<file path="src/hdl/wpf_pkg.sv">
package wpf_pkg;

  localparam logic signed [31:0] QMAX = 32'sh7FFF_FFFF;
  localparam logic signed [31:0] QMIN = 32'sh8000_0000;
  localparam logic [30:0]        UMAX31 = 31'h7FFF_FFFF;

  // corner counter value before the first corner
  localparam logic [2:0] CORNER_NONE = 3'd7;
  localparam logic [1:0] LANE_LAST   = 2'd2;

  localparam logic signed [31:0] RST_X_LOW  = -32'sd78643;
  localparam logic signed [31:0] RST_X_HIGH = 32'sd78643;
  localparam logic signed [31:0] RST_Y_LOW  = -32'sd78643;
  localparam logic signed [31:0] RST_Y_HIGH = 32'sd78643;
  localparam logic signed [31:0] RST_Z_LOW  = 32'sd65536;
  localparam logic signed [31:0] RST_Z_HIGH = 32'sd65536;
  localparam logic [30:0]        RST_CRUISE = 31'd32768;
  localparam logic [30:0]        RST_ACCEL  = 31'd32768;

  typedef enum logic [2:0] {
    CFG_X_LOW  = 3'd0,
    CFG_X_HIGH = 3'd1,
    CFG_Y_LOW  = 3'd2,
    CFG_Y_HIGH = 3'd3,
    CFG_Z_LOW  = 3'd4,
    CFG_Z_HIGH = 3'd5,
    CFG_CRUISE = 3'd6,
    CFG_ACCEL  = 3'd7
  } cfg_idx_e;

  localparam logic CMD_START = 1'b0;

  typedef struct packed {
    logic               command;
    logic signed [31:0] pos_x;
    logic signed [31:0] pos_y;
    logic signed [31:0] pos_z;
    logic [30:0]        delta_t;
  } in_beat_t;

  typedef struct packed {
    logic signed [31:0] vel_x;
    logic signed [31:0] vel_y;
    logic signed [31:0] vel_z;
    logic [1:0]         segment_index;
  } out_beat_t;

  typedef enum logic [4:0] {
    OP_NONE,
    OP_LOAD,
    OP_SRC_POS,
    OP_CLOCK,
    OP_SRC_CORNER,
    OP_DIFF,
    OP_SQ_MUL,
    OP_SQ_ACC,
    OP_SQRT_SUM,
    OP_DIST,
    OP_DIV_SEG_GO,
    OP_SEG_LONG,
    OP_DIV_RAMP_GO,
    OP_RAMP_LONG,
    OP_MUL_DA,
    OP_SQRT_DA,
    OP_DIV_SHORT_GO,
    OP_SEG_SHORT,
    OP_DIV_DIR_GO,
    OP_DIR,
    OP_PLAN_END,
    OP_MUL_SS,
    OP_DIV_ACC_GO,
    OP_ACC,
    OP_MUL_DV,
    OP_SPEED,
    OP_MUL_DIRSPD,
    OP_MUL_DT,
    OP_STEP,
    OP_MUL_GAIN,
    OP_VEL,
    OP_PUSH
  } dp_op_e;

  typedef struct packed {
    dp_op_e     op;
    logic [1:0] lane;
  } dp_cmd_t;

  typedef struct packed {
    logic replan;
    logic long_seg;
    logic div_done;
    logic sqrt_done;
  } dp_stat_t;

  function automatic logic signed [31:0] sat33(input logic signed [32:0] v);
    logic signed [31:0] r;
    if (v[32] != v[31]) begin
      r = v[32] ? QMIN : QMAX;
    end else begin
      r = v[31:0];
    end
    return r;
  endfunction

  function automatic logic signed [31:0] sat66(input logic signed [65:0] v);
    logic signed [31:0] r;
    if ((&v[65:31]) || !(|v[65:31])) begin
      r = v[31:0];
    end else begin
      r = v[65] ? QMIN : QMAX;
    end
    return r;
  endfunction

  function automatic logic [30:0] satu64(input logic [63:0] v);
    logic [30:0] r;
    if (|v[63:31]) begin
      r = UMAX31;
    end else begin
      r = v[30:0];
    end
    return r;
  endfunction

endpackage

</file>
<file path="src/hdl/wpf_ctrl.sv">
module wpf_ctrl import wpf_pkg::*; (
  input  logic     clk_i,
  input  logic     rst_ni,
  input  logic     in_valid_i,
  output logic     in_ready_o,
  input  logic     in_command_i,
  output logic     out_valid_o,
  input  logic     out_ready_i,
  output dp_cmd_t  cmd_o,
  input  dp_stat_t stat_i
);

  typedef enum logic [4:0] {
    S_IDLE, S_START, S_CLOCK, S_CHECK, S_DIFF, S_SQ_MUL, S_SQ_ACC, S_DIST_GO,
    S_DIST_WAIT, S_BRANCH, S_SEG_WAIT, S_RAMP_GO, S_RAMP_WAIT, S_ROOT_GO,
    S_ROOT_WAIT, S_SHORT_WAIT, S_DIR_GO, S_DIR_WAIT, S_PLAN_END, S_SS, S_ACC_GO,
    S_ACC_WAIT, S_DV_MUL, S_SPEED, S_V_MUL, S_T_MUL, S_STEP, S_G_MUL, S_VEL,
    S_PUSH
  } state_e;

  state_e     state_q, state_d;
  logic [1:0] lane_q, lane_d;
  logic       tick_q, tick_d;
  logic       out_valid_q, out_valid_d;
  dp_op_e     op;
  logic       slot_free;

  assign slot_free = !out_valid_q || out_ready_i;

  always_comb begin
    state_d     = state_q;
    lane_d      = lane_q;
    tick_d      = tick_q;
    out_valid_d = out_valid_q && !out_ready_i;
    op          = OP_NONE;
    case (state_q)
      S_IDLE: begin
        if (in_valid_i) begin
          op      = OP_LOAD;
          tick_d  = in_command_i != CMD_START;
          state_d = (in_command_i == CMD_START) ? S_START : S_CLOCK;
        end
      end
      S_START: begin
        op      = OP_SRC_POS;
        state_d = S_DIFF;
      end
      S_CLOCK: begin
        op      = OP_CLOCK;
        state_d = S_CHECK;
      end
      S_CHECK: begin
        if (stat_i.replan) begin
          op      = OP_SRC_CORNER;
          state_d = S_DIFF;
        end else begin
          state_d = S_SS;
        end
      end
      S_DIFF: begin
        op      = OP_DIFF;
        lane_d  = 2'd0;
        state_d = S_SQ_MUL;
      end
      S_SQ_MUL: begin
        op      = OP_SQ_MUL;
        state_d = S_SQ_ACC;
      end
      S_SQ_ACC: begin
        op = OP_SQ_ACC;
        if (lane_q == LANE_LAST) begin
          state_d = S_DIST_GO;
        end else begin
          lane_d  = lane_q + 2'd1;
          state_d = S_SQ_MUL;
        end
      end
      S_DIST_GO: begin
        op      = OP_SQRT_SUM;
        state_d = S_DIST_WAIT;
      end
      S_DIST_WAIT: begin
        if (stat_i.sqrt_done) begin
          op      = OP_DIST;
          state_d = S_BRANCH;
        end
      end
      S_BRANCH: begin
        if (stat_i.long_seg) begin
          op      = OP_DIV_SEG_GO;
          state_d = S_SEG_WAIT;
        end else begin
          op      = OP_MUL_DA;
          state_d = S_ROOT_GO;
        end
      end
      S_SEG_WAIT: begin
        if (stat_i.div_done) begin
          op      = OP_SEG_LONG;
          state_d = S_RAMP_GO;
        end
      end
      S_RAMP_GO: begin
        op      = OP_DIV_RAMP_GO;
        state_d = S_RAMP_WAIT;
      end
      S_RAMP_WAIT: begin
        if (stat_i.div_done) begin
          op      = OP_RAMP_LONG;
          lane_d  = 2'd0;
          state_d = S_DIR_GO;
        end
      end
      S_ROOT_GO: begin
        op      = OP_SQRT_DA;
        state_d = S_ROOT_WAIT;
      end
      S_ROOT_WAIT: begin
        if (stat_i.sqrt_done) begin
          op      = OP_DIV_SHORT_GO;
          state_d = S_SHORT_WAIT;
        end
      end
      S_SHORT_WAIT: begin
        if (stat_i.div_done) begin
          op      = OP_SEG_SHORT;
          lane_d  = 2'd0;
          state_d = S_DIR_GO;
        end
      end
      S_DIR_GO: begin
        op      = OP_DIV_DIR_GO;
        state_d = S_DIR_WAIT;
      end
      S_DIR_WAIT: begin
        if (stat_i.div_done) begin
          op = OP_DIR;
          if (lane_q == LANE_LAST) begin
            state_d = S_PLAN_END;
          end else begin
            lane_d  = lane_q + 2'd1;
            state_d = S_DIR_GO;
          end
        end
      end
      S_PLAN_END: begin
        op      = OP_PLAN_END;
        state_d = tick_q ? S_SS : S_IDLE;
      end
      S_SS: begin
        op      = OP_MUL_SS;
        state_d = S_ACC_GO;
      end
      S_ACC_GO: begin
        op      = OP_DIV_ACC_GO;
        state_d = S_ACC_WAIT;
      end
      S_ACC_WAIT: begin
        if (stat_i.div_done) begin
          op      = OP_ACC;
          state_d = S_DV_MUL;
        end
      end
      S_DV_MUL: begin
        op      = OP_MUL_DV;
        state_d = S_SPEED;
      end
      S_SPEED: begin
        op      = OP_SPEED;
        lane_d  = 2'd0;
        state_d = S_V_MUL;
      end
      S_V_MUL: begin
        op      = OP_MUL_DIRSPD;
        state_d = S_T_MUL;
      end
      S_T_MUL: begin
        op      = OP_MUL_DT;
        state_d = S_STEP;
      end
      S_STEP: begin
        op      = OP_STEP;
        state_d = S_G_MUL;
      end
      S_G_MUL: begin
        op      = OP_MUL_GAIN;
        state_d = S_VEL;
      end
      S_VEL: begin
        op = OP_VEL;
        if (lane_q == LANE_LAST) begin
          state_d = S_PUSH;
        end else begin
          lane_d  = lane_q + 2'd1;
          state_d = S_V_MUL;
        end
      end
      S_PUSH: begin
        if (slot_free) begin
          op          = OP_PUSH;
          out_valid_d = 1'b1;
          state_d     = S_IDLE;
        end
      end
      default: state_d = S_IDLE;
    endcase
  end

  always_ff @(posedge clk_i or negedge rst_ni) begin
    if (!rst_ni) begin
      state_q     <= S_IDLE;
      lane_q      <= '0;
      tick_q      <= 1'b0;
      out_valid_q <= 1'b0;
    end else begin
      state_q     <= state_d;
      lane_q      <= lane_d;
      tick_q      <= tick_d;
      out_valid_q <= out_valid_d;
    end
  end

  assign in_ready_o  = state_q == S_IDLE;
  assign out_valid_o = out_valid_q;
  assign cmd_o.op    = op;
  assign cmd_o.lane  = lane_q;

endmodule

</file>
<file path="config.mk">
export PLATFORM = sky130hd
export DESIGN_NAME = wpf_ctrl
export DESIGN_NICKNAME = d
export VERILOG_FILES = /design/src/hdl/wpf_pkg.sv /design/src/hdl/wpf_ctrl.sv
export SDC_FILE = /design/constraint.sdc
export NUM_CORES = 1
export LEC_CHECK = 0
export ABC_CLOCK_PERIOD_IN_PS = 2900
export BUFFER_PORTS_ARGS = -buffer_cell sky130_fd_sc_hd__buf_2
export CORE_MARGIN = 4
export CORE_UTILIZATION = 50
export CTS_CLUSTER_SIZE = 25
export DETAILED_ROUTE_END_ITERATION = 8
export PLACE_DENSITY = 0.77
export RECOVER_POWER = 100
export SETUP_SLACK_MARGIN = 0.4
export SLEW_MARGIN = 20
export SYNTH_ARGS = -nofsm -noshare
export SYNTH_HDL_FRONTEND = slang
export SYNTH_SLANG_ARGS = --single-unit
</file>
<file path="constraint.sdc">
create_clock -name clk_i -period 2.9 [get_ports clk_i]
set_clock_uncertainty 0.1 [all_clocks]
set_input_delay 0.29 -clock clk_i [delete_from_list [all_inputs] [get_ports clk_i]]
set_output_delay 0.29 -clock clk_i [all_outputs]
set_load 0.01 [all_outputs]
</file>
==> results.cfg <==
[run_status]
outcome = finished, final reports clean

[detailed_routing]
drc_errors = 0
vias = 1490
dr.pass1.iters = 5
avgRoutedWirePerCell_um = 16.7
wirelength_um = 3650
drtIter0Drc = 116
ant_nets = 0
avgViaCountPerCell = 6.83

[sta]
finalSetupViolCount = 0
fin_ws_ns = 0.395
fin_crit_ns = 2.50
fin_tns_setup_ns = 0
period_share_pct = 86.4
max_slew.worst_pin.slew_ns = 0.775
hold_viol = 0
rsz0062_at_grt = no
finalMaxSlewViolations = 0
fmax_mhz = 399
max-slew-margin-rel_pct = 48.4

[setup_path]
critPathMaxFanout = 28
crit_path_end_kind = primary output
crit_arrival_ns = 2.11
startpoint_type = flop
critPathKind = flop to primary output
critPathRequiredTime_ns = 2.51

[power_and_ir_drop]
p_per_area_nw_per_um2 = 1260
p_leak_uw = 0.000554
peakVddDrop_mv = 0.823

[synth]
synth_top_family_by_area = simple AND/OR/NAND/NOR gates
yosys_warnings = 0
ys_types = 60
synth_edf_count = 0
synthAdderAreaFrac_pct = 0.985
synth_compound_area_share_pct = 33.2
syn_inst = 175
synth-seq-cells = 9
syn_avg_cell_area_um2 = 7.26
muxShareOfSynthArea_pct = 4.24
synth_top_area_cell = dfrtp_1
synthXorXnorAreaFrac_pct = 1.38
netlist_area_um2 = 1270
synth-simple-area-share_pct = 34.7
ys.flop_type = dfrtp_1
async_flop_share_pct = 100
synth_area_leaders = dfrtp_1, nand2b_1, o21ai_0
yosysTopAreaCellShare_pct = 17.7
ys_top_cells_by_count = nand2_1, nor2_1, o21ai_0
ys_seq_area_share_pct = 17.7
synth_nets = 185

[placement]
dp_hpwl_um = 2760
post-place-cells = 213
portBuffers = 17
preCtsSetupSlack_ns = 0.637
place.gp.congestion = 1.03

[min_path]
hold_class = input port to flop

[floorplan]
initial_core_util_pct = 54.8
die_y_um = 58.4
io_pins = 18
core_um2 = 2320
dieArea_um2 = 3410
num_rows = 17
die_x_um = 58.4

[clocking]
max-clock-path-buffers = 2
clock_latency_ns = 0.25
tritoncts = done
clkSinkCount = 9
cts_buffers = 3
postCtsSetupRepairBufs = 0
clk_pin_slew_ns = 0.06
ctsRootBufferMaster = clkbuf_4
htree_levels = 1

[global_routing]
grt_pass1_vias = 1303
grt_max_degree = 29
grtUsageTotal_pct = 22.5
grt_pass1_wl_um = 6100
antenna_found_initial = 0
grt-ovfl-total = 0

[cells_and_area]
num_antenna_cells = 0
fin_cells = 218
nets = 201
syn_to_final_growth_pct = 7.49
drive_gt1_share_pct = 15.8

[run]
cap_violations = 0
## layout make-up
| class | count | area (um^2) |
|---|---|---|
| Tap cell | 28 | 35.0 |
| Fill cell | 209 | 953 |
| Inverter | 6 | 22.5 |
| Sequential cell | 9 | 230 |
| Timing Repair Buffer | 24 | 133 |
| Clock buffer | 4 | 26.3 |
| Multi-Input combinational cell | 147 | 918 |
## where the power goes
group	switching (uW)	internal, uW	leakage [uW]
Clock	37.6	52.6	0.0000150
Sequential	198	190	0.000109
Combinational	702	537	0.000430
## through the flow
stage          cell area (um^2)  hold slack [ns]  total power, uW  util (%)
4_1_cts                    1400            0.173             1730      60.2
6_report                   1370            0.178             1720      58.9
3_3_place_gp               1360           0.0421             1620      58.6
3_5_place_dp               1360           0.0455             1630      58.6
5_1_grt                    1370            0.193             1870      58.9
2_1_floorplan              1270           -0.106             1310         -
## repair_timing
action	4_1_cts	5_1_grt
gates resized for setup	0	6
hold endpoints to repair	9	0
endpoints found under the setup margin	0	5
hold buffers	1	0
## metal layers
metal | part of all wire [%] | wire, um | up-vias | track usage [%]
met1 | 40 | 1440 | 668 | 31.1
met2 | 45 | 1650 | 117 | 34.3
met4 | 4.1 | 149 | 0 | 11.6
li1 | - | - | 685 | -
met3 | 11 | 410 | 20 | 2.19
met5 | 0 | 0 | - | 0
## sequential cells by signal, summed over array words and instances, names as in the netlist
name         flops
state_q          5
lane_q           2
tick_q           1
out_valid_o      1
## final timing paths
path,slack (ns),start,to,cells after the start
min in group asynchronous,0.39,rst_ni,lane_q[1],2
worst min register to register,0.40,lane_q[0],lane_q[0],1
worst min-delay path,0.18,in_command_i,tick_q,2
max in group asynchronous,1.97,rst_ni,state_q[0],2
worst max-delay path,0.40,state_q[4],cmd_o[2],6
worst max register to register,0.49,state_q[4],state_q[0],5
## placed cells by master (no fill, tap or decap), drive strengths merged, types with 4 or more instances in the layout
master,netlist,routed
buf,13,17
o21ai,16,16
nor2,15,15
nand2,15,15
nand2b,11,11
a21oi,10,10
clkbuf,0,10
nor2b,9,9
dfrtp,9,9
inv,6,6
or3,5,5
nand3,4,4
o22ai,4,4
## critical path: stages, from the launching register on
cell and delay, ns:
dfrtp_1 0.84, and2_0 0.27, nand3_1 0.19, nor2b_1 0.22, a211oi_1 0.09, nand3b_1 0.10, clkbuf_1 0.15
## cells by family (layout without fill, tap and decap cells)
family                     count (synthesis)  after routing
buffers and inverters                     19             34
and+or+nand+nor                           78             78
DFF                                        9              9
xor gates and xnor gates                   2              2
muxes                                      5              5
adders and majority gates                  1              1
AOI/OAI and AO/OA                         61             61
Power figures use the tool's default switching activity.
